File: src/design/s20x_pkg.sv
// ----------------------------------------------------------------------------
// s20x_pkg: shared types and helpers for the salsa20 16-bit word stream xor
// word layout of the input block, quarter-round schedule and rotations
// ----------------------------------------------------------------------------
package s20x_pkg;

   localparam int S20X_DOUBLE_ROUNDS = 10;
   localparam int S20X_QUARTERS      = 8;

   // low halves of the "expand 16-byte k" constant words
   localparam logic [15:0] SIGMA_W0  = {8'h78, 8'h65};
   localparam logic [15:0] SIGMA_W5  = {8'h64, 8'h6e};
   localparam logic [15:0] SIGMA_W10 = {8'h2d, 8'h36};
   localparam logic [15:0] SIGMA_W15 = {8'h65, 8'h74};

   typedef logic [31:0] word_type;
   typedef logic [3:0]  widx_type;

   typedef struct packed {
      logic [63:0] key_low;
      logic [63:0] key_high;
      logic [63:0] nonce_value;
   } key_type;

   typedef struct packed {
      logic        start;
      logic [15:0] blocknum;
   } hash_ctrl_type;

   typedef struct packed {
      logic busy;
      logic done;
   } hash_stat_type;

   typedef struct packed {
      logic     en;
      widx_type addr;
   } ks_rd_type;

   function automatic word_type sext16(input logic [15:0] v);
      return {{16{v[15]}}, v};
   endfunction

   // initial value of state word idx, from its two low bytes only
   function automatic word_type word_init(input widx_type idx, input key_type k,
                                          input logic [15:0] blk);
      logic [15:0] h;
      case (idx)
         4'd0:    h = SIGMA_W0;
         4'd1:    h = k.key_low[15:0];
         4'd2:    h = k.key_low[47:32];
         4'd3:    h = k.key_high[15:0];
         4'd4:    h = k.key_high[47:32];
         4'd5:    h = SIGMA_W5;
         4'd6:    h = k.nonce_value[15:0];
         4'd7:    h = k.nonce_value[47:32];
         4'd8:    h = blk;
         4'd9:    h = 16'h0000;
         4'd10:   h = SIGMA_W10;
         4'd11:   h = k.key_low[15:0];
         4'd12:   h = k.key_low[47:32];
         4'd13:   h = k.key_high[15:0];
         4'd14:   h = k.key_high[47:32];
         default: h = SIGMA_W15;
      endcase
      return sext16(h);
   endfunction

   // word index j (a, b, c, d) of quarter qr: four column then four row quarters
   function automatic widx_type sched(input logic [2:0] qr, input logic [1:0] j);
      logic [15:0] q;
      case (qr)
         3'd0:    q = {4'd0,  4'd4,  4'd8,  4'd12};
         3'd1:    q = {4'd5,  4'd9,  4'd13, 4'd1};
         3'd2:    q = {4'd10, 4'd14, 4'd2,  4'd6};
         3'd3:    q = {4'd15, 4'd3,  4'd7,  4'd11};
         3'd4:    q = {4'd0,  4'd1,  4'd2,  4'd3};
         3'd5:    q = {4'd5,  4'd6,  4'd7,  4'd4};
         3'd6:    q = {4'd10, 4'd11, 4'd8,  4'd9};
         default: q = {4'd15, 4'd12, 4'd13, 4'd14};
      endcase
      case (j)
         2'd0:    return q[15:12];
         2'd1:    return q[11:8];
         2'd2:    return q[7:4];
         default: return q[3:0];
      endcase
   endfunction

   // rotate left by 7, 9, 13 or 18 for quarter-round step k
   function automatic word_type rot_step(input word_type x, input logic [1:0] k);
      case (k)
         2'd0:    return {x[24:0], x[31:25]};
         2'd1:    return {x[22:0], x[31:23]};
         2'd2:    return {x[18:0], x[31:19]};
         default: return {x[13:0], x[31:14]};
      endcase
   endfunction

endpackage

File: src/design/s20x_if.sv
// ----------------------------------------------------------------------------
// s20x_if: request and response channels
// valid/ready handshake with the byte payload
// ----------------------------------------------------------------------------
interface s20x_req_if;
   logic       valid;
   logic       ready;
   logic [7:0] data_byte;
   logic       buffer_start;

   modport source (output valid, output data_byte, output buffer_start, input ready);
   modport sink   (input valid, input data_byte, input buffer_start, output ready);
endinterface

interface s20x_rsp_if;
   logic       valid;
   logic       ready;
   logic [7:0] out_byte;

   modport source (output valid, output out_byte, input ready);
   modport sink   (input valid, input out_byte, output ready);
endinterface

File: src/design/s20x_hash.sv
// ----------------------------------------------------------------------------
// s20x_hash: block generator and keystream buffer
// state words in a 16x32 memory, one quarter round at a time through a
// four-word working set; result block in a second 16x32 memory
// ----------------------------------------------------------------------------
module s20x_hash #(
   parameter int DOUBLE_ROUNDS = s20x_pkg::S20X_DOUBLE_ROUNDS
) (
   input  logic                    clock,
   input  logic                    reset,
   input  s20x_pkg::key_type       key,
   input  s20x_pkg::hash_ctrl_type ctrl,
   output s20x_pkg::hash_stat_type stat,
   input  s20x_pkg::ks_rd_type     ks_rd,
   output s20x_pkg::word_type      ks_rdata
);
   import s20x_pkg::*;

   localparam int RW = (DOUBLE_ROUNDS > 1) ? $clog2(DOUBLE_ROUNDS) : 1;
   localparam logic [RW-1:0] LAST_ROUND = RW'(DOUBLE_ROUNDS - 1);
   localparam logic [2:0] LAST_QR = 3'(S20X_QUARTERS - 1);

   localparam logic [2:0] HS_IDLE  = 3'd0;
   localparam logic [2:0] HS_INIT  = 3'd1;
   localparam logic [2:0] HS_LOAD  = 3'd2;
   localparam logic [2:0] HS_STEP  = 3'd3;
   localparam logic [2:0] HS_STORE = 3'd4;
   localparam logic [2:0] HS_FINAL = 3'd5;

   logic [2:0]    state_ff, state_in;
   logic [4:0]    cnt_ff, cnt_in;
   logic [2:0]    sub_ff, sub_in;
   logic [2:0]    qr_ff, qr_in;
   logic [RW-1:0] round_ff, round_in;
   logic [15:0]   blk_ff, blk_in;
   word_type      q_ff [4];
   word_type      q_in [4];

   word_type z_mem  [16];
   word_type ks_mem [16];
   word_type z_rdata_ff;
   word_type ks_rdata_ff;

   logic     z_we, z_re, ks_we;
   widx_type z_waddr, z_raddr, ks_waddr, init_idx;
   word_type z_wdata, ks_wdata, init_word, mix;

   assign init_idx  = (state_ff == HS_INIT) ? cnt_ff[3:0] : cnt_ff[3:0] - 4'd1;
   assign init_word = word_init(init_idx, key, blk_ff);
   assign mix       = q_ff[1] ^ rot_step(q_ff[0] + q_ff[3], sub_ff[1:0]);

   always_comb begin
      state_in = state_ff;
      cnt_in   = cnt_ff;
      sub_in   = sub_ff;
      qr_in    = qr_ff;
      round_in = round_ff;
      blk_in   = blk_ff;
      for (int i = 0; i < 4; i++) q_in[i] = q_ff[i];
      z_we     = 1'b0;
      z_waddr  = cnt_ff[3:0];
      z_wdata  = init_word;
      z_re     = 1'b0;
      z_raddr  = cnt_ff[3:0];
      ks_we    = 1'b0;
      ks_waddr = init_idx;
      ks_wdata = z_rdata_ff + init_word;
      case (state_ff)
         HS_IDLE: begin
            if (ctrl.start) begin
               blk_in   = ctrl.blocknum;
               cnt_in   = 5'd0;
               state_in = HS_INIT;
            end
         end
         HS_INIT: begin
            z_we   = 1'b1;
            cnt_in = cnt_ff + 5'd1;
            if (cnt_ff[3:0] == 4'd15) begin
               sub_in   = 3'd0;
               qr_in    = 3'd0;
               round_in = '0;
               state_in = HS_LOAD;
            end
         end
         HS_LOAD: begin
            // reads issued on sub 0..3, data shifted in on the following cycle
            if (sub_ff != 3'd4) begin
               z_re    = 1'b1;
               z_raddr = sched(qr_ff, sub_ff[1:0]);
            end
            if (sub_ff != 3'd0) begin
               q_in[3] = z_rdata_ff;
               q_in[2] = q_ff[3];
               q_in[1] = q_ff[2];
               q_in[0] = q_ff[1];
            end
            sub_in = sub_ff + 3'd1;
            if (sub_ff == 3'd4) begin
               sub_in   = 3'd0;
               state_in = HS_STEP;
            end
         end
         HS_STEP: begin
            // target word always sits in slot 1; rotate the set after each step
            q_in[0] = mix;
            q_in[1] = q_ff[2];
            q_in[2] = q_ff[3];
            q_in[3] = q_ff[0];
            sub_in  = sub_ff + 3'd1;
            if (sub_ff == 3'd3) begin
               sub_in   = 3'd0;
               state_in = HS_STORE;
            end
         end
         HS_STORE: begin
            z_we    = 1'b1;
            z_waddr = sched(qr_ff, sub_ff[1:0]);
            z_wdata = q_ff[0];
            q_in[0] = q_ff[1];
            q_in[1] = q_ff[2];
            q_in[2] = q_ff[3];
            q_in[3] = q_ff[0];
            sub_in  = sub_ff + 3'd1;
            if (sub_ff == 3'd3) begin
               sub_in   = 3'd0;
               qr_in    = qr_ff + 3'd1;
               state_in = HS_LOAD;
               if (qr_ff == LAST_QR) begin
                  if (round_ff == LAST_ROUND) begin
                     cnt_in   = 5'd0;
                     state_in = HS_FINAL;
                  end else begin
                     round_in = round_ff + RW'(1);
                  end
               end
            end
         end
         HS_FINAL: begin
            // feed-forward add, one word per cycle behind the read
            if (cnt_ff != 5'd16) begin
               z_re = 1'b1;
            end
            if (cnt_ff != 5'd0) begin
               ks_we = 1'b1;
            end
            cnt_in = cnt_ff + 5'd1;
            if (cnt_ff == 5'd16) begin
               state_in = HS_IDLE;
            end
         end
         default: state_in = HS_IDLE;
      endcase
   end

   always_ff @(posedge clock) begin
      if (reset) begin
         state_ff <= HS_IDLE;
         cnt_ff   <= 5'd0;
         sub_ff   <= 3'd0;
         qr_ff    <= 3'd0;
         round_ff <= '0;
      end else begin
         state_ff <= state_in;
         cnt_ff   <= cnt_in;
         sub_ff   <= sub_in;
         qr_ff    <= qr_in;
         round_ff <= round_in;
      end
   end

   always_ff @(posedge clock) begin
      blk_ff <= blk_in;
      for (int i = 0; i < 4; i++) q_ff[i] <= q_in[i];
   end

   always_ff @(posedge clock) begin
      if (z_we) z_mem[z_waddr] <= z_wdata;
      if (z_re) z_rdata_ff <= z_mem[z_raddr];
   end

   always_ff @(posedge clock) begin
      if (ks_we) ks_mem[ks_waddr] <= ks_wdata;
      if (ks_rd.en) ks_rdata_ff <= ks_mem[ks_rd.addr];
   end

   assign ks_rdata  = ks_rdata_ff;
   assign stat.busy = (state_ff != HS_IDLE);
   assign stat.done = (state_ff == HS_FINAL) && (cnt_ff == 5'd16);

   a_start_idle: assert property (@(posedge clock) disable iff (reset)
      ctrl.start |-> state_ff == HS_IDLE)
      else $error("block start while generator busy");

   a_done_idle: assert property (@(posedge clock) disable iff (reset)
      stat.done |=> state_ff == HS_IDLE)
      else $error("generator did not return to idle after done");

   a_last_round: assert property (@(posedge clock) disable iff (reset)
      (state_ff == HS_STORE && sub_ff == 3'd3 && qr_ff == LAST_QR &&
       round_ff == LAST_ROUND) |=> (state_ff == HS_FINAL && cnt_ff == 5'd0))
      else $error("final add not entered after last double round");

endmodule

File: src/design/salsa20_16bit_word_stream_xor_unit.sv
// ----------------------------------------------------------------------------
// salsa20_16bit_word_stream_xor_unit: keystream xor, one byte per request
// csr port for key, nonce and start index; block generator with memories
// ----------------------------------------------------------------------------
// within a block, an accepted request passes the read and output states, and its response
//   is registered once the output register is free; a request that starts a new block
//   first waits for the generator: 16 init writes, 80 quarter rounds of load, step and
//   store on the state memory, and the feed-forward add
// the next request is taken only after the previous response has been loaded
// reset: synchronous; config registers and stream position clear to zero
// ----------------------------------------------------------------------------
module salsa20_16bit_word_stream_xor_unit #(
   parameter int DOUBLE_ROUNDS = s20x_pkg::S20X_DOUBLE_ROUNDS
) (
   input  logic        clock,
   input  logic        reset,
   s20x_req_if.sink    req_chan,
   s20x_rsp_if.source  rsp_chan,
   input  logic        csr_psel,
   input  logic        csr_penable,
   input  logic        csr_pwrite,
   input  logic [4:0]  csr_paddr,
   input  logic [63:0] csr_pwdata,
   output logic [63:0] csr_prdata,
   output logic        csr_pready
);
   import s20x_pkg::*;

   // register indexes, one 64-bit register every 8 bytes
   localparam logic [1:0] REG_KEY_LOW   = 2'd0;
   localparam logic [1:0] REG_KEY_HIGH  = 2'd1;
   localparam logic [1:0] REG_NONCE     = 2'd2;
   localparam logic [1:0] REG_START_IDX = 2'd3;

   localparam logic [1:0] ST_IDLE = 2'd0;
   localparam logic [1:0] ST_HASH = 2'd1;
   localparam logic [1:0] ST_READ = 2'd2;
   localparam logic [1:0] ST_OUT  = 2'd3;

   // configuration
   logic [63:0] key_low_ff, key_high_ff, nonce_ff;
   logic [31:0] start_idx_ff;
   logic        csr_write;
   logic [1:0]  csr_index;

   // request tracking
   logic [1:0]  state_ff, state_in;
   logic [31:0] byte_position_ff, byte_position_in;
   logic [31:0] item_pos_ff, item_pos_in;
   logic [7:0]  data_ff, data_in;
   logic        rsp_valid_ff, rsp_valid_in;
   logic [7:0]  rsp_byte_ff, rsp_byte_in;

   logic          req_accept, need_block, out_free;
   logic [31:0]   pos_eff;
   logic [7:0]    ks_byte;
   key_type       key;
   hash_ctrl_type hash_ctrl;
   hash_stat_type hash_stat;
   ks_rd_type     ks_rd;
   word_type      ks_rdata;

   // csr write and read
   assign csr_pready = 1'b1;
   assign csr_index  = csr_paddr[4:3];
   assign csr_write  = csr_psel && csr_penable && csr_pwrite && csr_pready;

   always_ff @(posedge clock) begin
      if (reset) begin
         key_low_ff   <= 64'd0;
         key_high_ff  <= 64'd0;
         nonce_ff     <= 64'd0;
         start_idx_ff <= 32'd0;
      end else if (csr_write) begin
         case (csr_index)
            REG_KEY_LOW:   key_low_ff   <= csr_pwdata;
            REG_KEY_HIGH:  key_high_ff  <= csr_pwdata;
            REG_NONCE:     nonce_ff     <= csr_pwdata;
            REG_START_IDX: start_idx_ff <= csr_pwdata[31:0];
            default: ;
         endcase
      end
   end

   always_comb begin
      case (csr_index)
         REG_KEY_LOW:   csr_prdata = key_low_ff;
         REG_KEY_HIGH:  csr_prdata = key_high_ff;
         REG_NONCE:     csr_prdata = nonce_ff;
         REG_START_IDX: csr_prdata = {32'd0, start_idx_ff};
         default:       csr_prdata = 64'd0;
      endcase
   end

   assign key.key_low     = key_low_ff;
   assign key.key_high    = key_high_ff;
   assign key.nonce_value = nonce_ff;

   // one request in flight; a finished response may wait while the next is taken
   assign req_chan.ready = (state_ff == ST_IDLE);
   assign req_accept     = req_chan.valid && req_chan.ready;

   // buffer start reloads the position; a new block at a buffer start or a
   // 64-byte boundary
   assign pos_eff    = req_chan.buffer_start ? start_idx_ff : byte_position_ff;
   assign need_block = req_chan.buffer_start || (pos_eff[5:0] == 6'd0);

   assign hash_ctrl.start    = req_accept && need_block;
   assign hash_ctrl.blocknum = pos_eff[21:6];

   assign ks_rd.en   = (state_ff == ST_READ);
   assign ks_rd.addr = item_pos_ff[5:2];

   // little-endian byte of the keystream word
   assign ks_byte  = 8'(ks_rdata >> {item_pos_ff[1:0], 3'b000});
   assign out_free = !rsp_valid_ff || rsp_chan.ready;

   always_comb begin
      state_in         = state_ff;
      byte_position_in = byte_position_ff;
      item_pos_in      = item_pos_ff;
      data_in          = data_ff;
      rsp_byte_in      = rsp_byte_ff;
      rsp_valid_in     = rsp_valid_ff && !rsp_chan.ready;
      case (state_ff)
         ST_IDLE: begin
            if (req_accept) begin
               item_pos_in      = pos_eff;
               byte_position_in = pos_eff + 32'd1;
               data_in          = req_chan.data_byte;
               state_in         = need_block ? ST_HASH : ST_READ;
            end
         end
         ST_HASH: begin
            if (hash_stat.done) state_in = ST_READ;
         end
         ST_READ: state_in = ST_OUT;
         ST_OUT: begin
            // keystream read data holds until the output register frees up
            if (out_free) begin
               rsp_byte_in  = data_ff ^ ks_byte;
               rsp_valid_in = 1'b1;
               state_in     = ST_IDLE;
            end
         end
         default: state_in = ST_IDLE;
      endcase
   end

   always_ff @(posedge clock) begin
      if (reset) begin
         state_ff         <= ST_IDLE;
         byte_position_ff <= 32'd0;
         rsp_valid_ff     <= 1'b0;
      end else begin
         state_ff         <= state_in;
         byte_position_ff <= byte_position_in;
         rsp_valid_ff     <= rsp_valid_in;
      end
   end

   always_ff @(posedge clock) begin
      item_pos_ff <= item_pos_in;
      data_ff     <= data_in;
      rsp_byte_ff <= rsp_byte_in;
   end

   assign rsp_chan.valid    = rsp_valid_ff;
   assign rsp_chan.out_byte = rsp_byte_ff;

   s20x_hash #(
      .DOUBLE_ROUNDS (DOUBLE_ROUNDS)
   ) u_hash (
      .clock    (clock),
      .reset    (reset),
      .key      (key),
      .ctrl     (hash_ctrl),
      .stat     (hash_stat),
      .ks_rd    (ks_rd),
      .ks_rdata (ks_rdata)
   );

   a_block_wait: assert property (@(posedge clock) disable iff (reset)
      (req_accept && need_block) |=> state_ff == ST_HASH)
      else $error("request needing a block skipped generation");

   a_pos_advance: assert property (@(posedge clock) disable iff (reset)
      req_accept |=> byte_position_ff == item_pos_ff + 32'd1)
      else $error("stream position did not advance by one");

   a_rsp_load: assert property (@(posedge clock) disable iff (reset)
      (state_ff == ST_OUT && out_free) |=> (rsp_valid_ff && state_ff == ST_IDLE))
      else $error("response not loaded when output register free");

endmodule
File: src/flat_wrapper.sv
// flat-port wrapper written by rule: the top's interface ports become plain ports
module salsa20_16bit_word_stream_xor_unit_flat import s20x_pkg::*;
#(
   parameter int DOUBLE_ROUNDS = s20x_pkg::S20X_DOUBLE_ROUNDS
)
  (clock, reset, csr_psel, csr_penable, csr_pwrite, csr_paddr, csr_pwdata, csr_prdata, csr_pready, req_chan_valid, req_chan_data_byte, req_chan_buffer_start, req_chan_ready, rsp_chan_valid, rsp_chan_out_byte, rsp_chan_ready);
  s20x_req_if req_chan_i ();
  s20x_rsp_if rsp_chan_i ();
  input  logic clock;
  input  logic reset;
  input  logic csr_psel;
  input  logic csr_penable;
  input  logic csr_pwrite;
  input  logic [4:0] csr_paddr;
  input  logic [63:0] csr_pwdata;
  output logic [63:0] csr_prdata;
  output logic csr_pready;
  input wire logic [$bits(req_chan_i.valid)-1:0] req_chan_valid;
  input wire logic [$bits(req_chan_i.data_byte)-1:0] req_chan_data_byte;
  input wire logic [$bits(req_chan_i.buffer_start)-1:0] req_chan_buffer_start;
  output wire logic [$bits(req_chan_i.ready)-1:0] req_chan_ready;
  output wire logic [$bits(rsp_chan_i.valid)-1:0] rsp_chan_valid;
  output wire logic [$bits(rsp_chan_i.out_byte)-1:0] rsp_chan_out_byte;
  input wire logic [$bits(rsp_chan_i.ready)-1:0] rsp_chan_ready;
  assign req_chan_i.valid = req_chan_valid;
  assign req_chan_i.data_byte = req_chan_data_byte;
  assign req_chan_i.buffer_start = req_chan_buffer_start;
  assign req_chan_ready = req_chan_i.ready;
  assign rsp_chan_valid = rsp_chan_i.valid;
  assign rsp_chan_out_byte = rsp_chan_i.out_byte;
  assign rsp_chan_i.ready = rsp_chan_ready;
  salsa20_16bit_word_stream_xor_unit #(.DOUBLE_ROUNDS(DOUBLE_ROUNDS)) u_core (.clock(clock), .reset(reset), .req_chan(req_chan_i), .rsp_chan(rsp_chan_i), .csr_psel(csr_psel), .csr_penable(csr_penable), .csr_pwrite(csr_pwrite), .csr_paddr(csr_paddr), .csr_pwdata(csr_pwdata), .csr_prdata(csr_prdata), .csr_pready(csr_pready));
endmodule
File: config.mk
export PLATFORM = sky130hd
export DESIGN_NAME = salsa20_16bit_word_stream_xor_unit_flat
export DESIGN_NICKNAME = d
export VERILOG_FILES = /design/src/design/s20x_pkg.sv /design/src/design/s20x_if.sv /design/src/design/s20x_hash.sv /design/src/design/salsa20_16bit_word_stream_xor_unit.sv /design/src/flat_wrapper.sv
export SDC_FILE = /design/constraint.sdc
export NUM_CORES = 2
export LEC_CHECK = 0
export ABC_CLOCK_PERIOD_IN_PS = 29000
export BUFFER_PORTS_ARGS = -buffer_cell sky130_fd_sc_hd__buf_4
export CELL_PAD_IN_SITES_DETAIL_PLACEMENT = 1
export CELL_PAD_IN_SITES_GLOBAL_PLACEMENT = 2
export CORE_MARGIN = 3
export CORE_UTILIZATION = 40
export CTS_CLUSTER_SIZE = 30
export DETAILED_ROUTE_END_ITERATION = 16
export PLACE_DENSITY_LB_ADDON = 0.3
export SETUP_SLACK_MARGIN = 0.5
export SYNTH_ARGS = -nofsm -noshare
export SYNTH_HDL_FRONTEND = slang
export SYNTH_HIERARCHICAL = 1
export SYNTH_SLANG_ARGS = --single-unit
File: constraint.sdc
create_clock -name clock -period 29 [get_ports clock]
set_input_delay 4.35 -clock clock [delete_from_list [all_inputs] [get_ports clock]]
set_output_delay 4.35 -clock clock [all_outputs]
set_load 0.1 [all_outputs]
==> impl_metrics.toml <==
[power_and_ir_drop]
comb_power_share_pct = 26.4
p_clk_share_pct = 29.4
p_per_area_nw_per_um2 = 90.3
seqPwrFrac_pct = 44.2
p_leak_nw = 24.5
switchingPower_mw = 2.18
p_sw_share_pct = 32.6
p_int_mw = 4.51
worst_ir_drop_vdd_uv = 56.9

[min_path]
hp-start = "u_core/u_hash/q_ff[2][13]"
worstHoldPathCells = 0
hp-class = "reg2reg"
worstHoldEndpoint = "u_core/u_hash/q_ff[1][13]"

[critical_path]
startpoint = "csr_paddr[3]"
timing.critical_path.mode_cell = "buf_4"
reg2reg_depth = 14
end_kind = "output pin"
critPathArrivalTime_ps = 6550
regToRegSetupSlack_ps = 21470
crit_slowest_cell = "buf_4"
critPathMaxFanout = 50
required_ps = 24650
start_kind = "input port"
timing.rr.start = "u_core/u_hash/cnt_ff[2]"
worstPathCellList = "buf_4 -> buf_4 -> mux4_2 -> buf_4"
slowest_delay_ps = 840
reg2reg_to = "u_core/u_hash/ks_mem[0][23]"
worstSetupPathType = "in2out"

[clocking]
cts_buffer_depth = 3
cts_made_buffers = 160
clk-insertion-delay-late_ps = 790
cts_tree = "built"
postCtsSetupBuffers = 0
cts.sinks = 1521
cts_hold_buffers = 0
cts_resized = 0
clkTransAtPathRegs_ps = 70
htree_levels = 4
clock-root-buffer = "clkbuf_16"

[detailed_routing]
routed-via-count = 41500
drc_errors = 0
routedWlPerCell_um = 25.9
drtIter0Drc = 3425
via_per_inst = 5.74
first_pass_iters = 8
wl_um = 188000
antenna_left = 0

[floorplan]
coreArea_um2 = 161000
placementRows = 147
dieWidth_um = 410
num_io_pins = 160
dieArea_um2 = 168000
initial_core_util_pct = 40.5
die_h_um = 410

[timing]
finalCritPeriodShare_pct = 37.6
finalSetupViolCount = 0
hold_ws_ps = 408
finClkSkew_ps = 31.3
maxSlewViolCount = 0
tightest_slew_ps = 1330
fmax_mhz = 91.8
fin_tns_setup_ps = 0
hold_viol_final = 0
rsz0062_at_grt = "false"
fin_crit_ps = 10900
max-slew-margin-rel_pct = 10.6

[synth]
avgSynthCellArea_um2 = 13.5
synth_edf_count = 1254
synth_nets = 5035
async_reset_ff_share_pct = 0
yosysUniqueCellTypes = 96
synthCells = 4862
synth_ff_type = "edfxtp_1"
synthesis.area_um2 = 65400
ys_seq_area_share_pct = 65.7
synth_seq_cells = 1521
ys_warn_count = 6

[layout]
mostFrequentLayoutCells = "edfxtp_1, nand2_1, a21oi_1"
nNetsFinal = 5125
syn2layout_area_growth_pct = 13.2
layout_commonest_cell = "edfxtp_1"
drive_gt1_share_pct = 15.9

[job]
maxCapViolations = 0

[global_route]
grt_pass1_vias = 42500
grt.total_usage_pct = 22.0
grt_start_max_net_pins = 186
grt_pass1_wl_um = 278000
grt_overflow = 0
antenna_found_initial = 7

[place]
place.gp.congestion = 0.821
io_buffers = 155
hpwl_um = 111000

[status]
run_status = "finished clean"
critical path: cells and delay by family:
| kind | cells | cell delay [ps] |
|---|---|---|
| buf+inv | 3 | 1470 |
| mux | 1 | 660 |
sequential cells by signal, summed over array words and instances (netlist names), 22 cells and up:
name and count:
u_core/key_high_ff 64, u_core/u_hash/ks_mem 512, u_core/u_hash/z_mem 512, u_core/u_hash/ks_rdata 32, u_core/u_hash/q_ff 128, u_core/byte_position_ff 22, u_core/nonce_ff 64, u_core/key_low_ff 64
u_core/start_idx_ff 32, u_core/u_hash/z_rdata_ff 32
worst max-delay path by stage:
stage	to	slack, ps
after floorplan	csr_prdata[46]	17250
after global routing	csr_prdata[0]	18080
final	csr_prdata[1]	18100
after global placement	csr_prdata[0]	18130
after CTS	csr_prdata[0]	18130
after detailed placement	csr_prdata[0]	18120
cell usage after synthesis (9+ instances only):
library cell,number,area share [%]
o21bai_1,13,0.15
nand2b_1,16,0.15
a211oi_1,178,2.0
mux4_2,200,6.9
nor2b_1,12,0.11
a21oi_1,405,3.1
and3_1,15,0.14
ha_1,86,1.6
or3_1,11,0.11
xnor2_1,45,0.60
o21a_1,24,0.28
inv_1,45,0.26
buf_4,11,0.13
buf_1,35,0.20
edfxtp_1,1254,58
a221oi_1,35,0.47
nand3_1,71,0.54
and2_1,142,1.4
mux2_2,54,0.93
xor2_1,65,0.87
dfxtp_1,267,8.2
a21o_1,35,0.40
o21ai_1,9,0.069
clkbuf_1,231,1.3
buf_2,42,0.32
a311oi_1,66,0.88
nor3_1,36,0.28
a22oi_1,14,0.16
a222oi_1,25,0.38
nand2_1,869,5.0
o21ai_0,120,0.92
nor2_1,159,0.91
mux2i_1,47,0.72
nand4_1,21,0.20
a31oi_1,77,0.74
power groups by stage:
| stage | combinational (mW) | sequential (mW) | clock [mW] |
|---|---|---|---|
| floorplan | 1.12 | 2.97 | 0 |
| global placement | 1.70 | 3.00 | 0 |
| detailed placement | 1.76 | 3.00 | 0 |
| CTS | 1.77 | 2.96 | 2.02 |
| global route | 1.94 | 2.97 | 2.10 |
| finish | 1.77 | 2.96 | 1.97 |
final cells by class:
| class | count | area [um^2] |
|---|---|---|
| Sequential cell | 1521 | 43000 |
| Clock inverter | 80 | 747 |
| Fill cell | 16400 | 87400 |
| Multi-Input combinational cell | 2969 | 21300 |
| Tap cell | 2160 | 2700 |
| Clock buffer | 207 | 4240 |
| Inverter | 48 | 180 |
| Antenna cell | 1 | 2.50 |
| Timing Repair Buffer | 252 | 1960 |
per-layer routing:
layer | vias up | global-route usage, % | part of all wire [%] | wire length (um)
met5 | - | 0 | 0 | 0
met4 | 0 | 6.25 | 2.4 | 4540
met3 | 262 | 3.73 | 5.4 | 10200
met2 | 1071 | 34.9 | 47 | 87700
met1 | 21600 | 31.2 | 45 | 85300
li1 | 18600 | - | - | -
stage by stage:
stage | instance area, um^2 | cells | power [mW] | util, % | worst slack (ps)
after floorplan | 65400 | 4862 | 4.09 | - | 17250
after global placement | 69100 | 6950 | 4.70 | 42.8 | 18130
after detailed placement | 69100 | 6950 | 4.76 | 42.8 | 18120
after CTS | 74100 | 7237 | 6.74 | 45.9 | 18130
after global routing | 74100 | 7238 | 7.01 | 45.9 | 18080
final | 74100 | 7238 | 6.69 | 45.9 | 18100
kinds of logic after synthesis:
family	after synthesis	synth area share, %
AO/OA/AOI/OAI	1077	10.8
XOR/XNOR	112	1.54
adder cells (fa/ha/maj)	88	1.71
buffers and inverters	372	2.33
flip-flops	1521	65.7
multiplexers	302	8.55
other	1	0.00573
AND/OR/NAND/NOR	1389	9.38
Note: power is estimated with default switching activity, not from simulation.
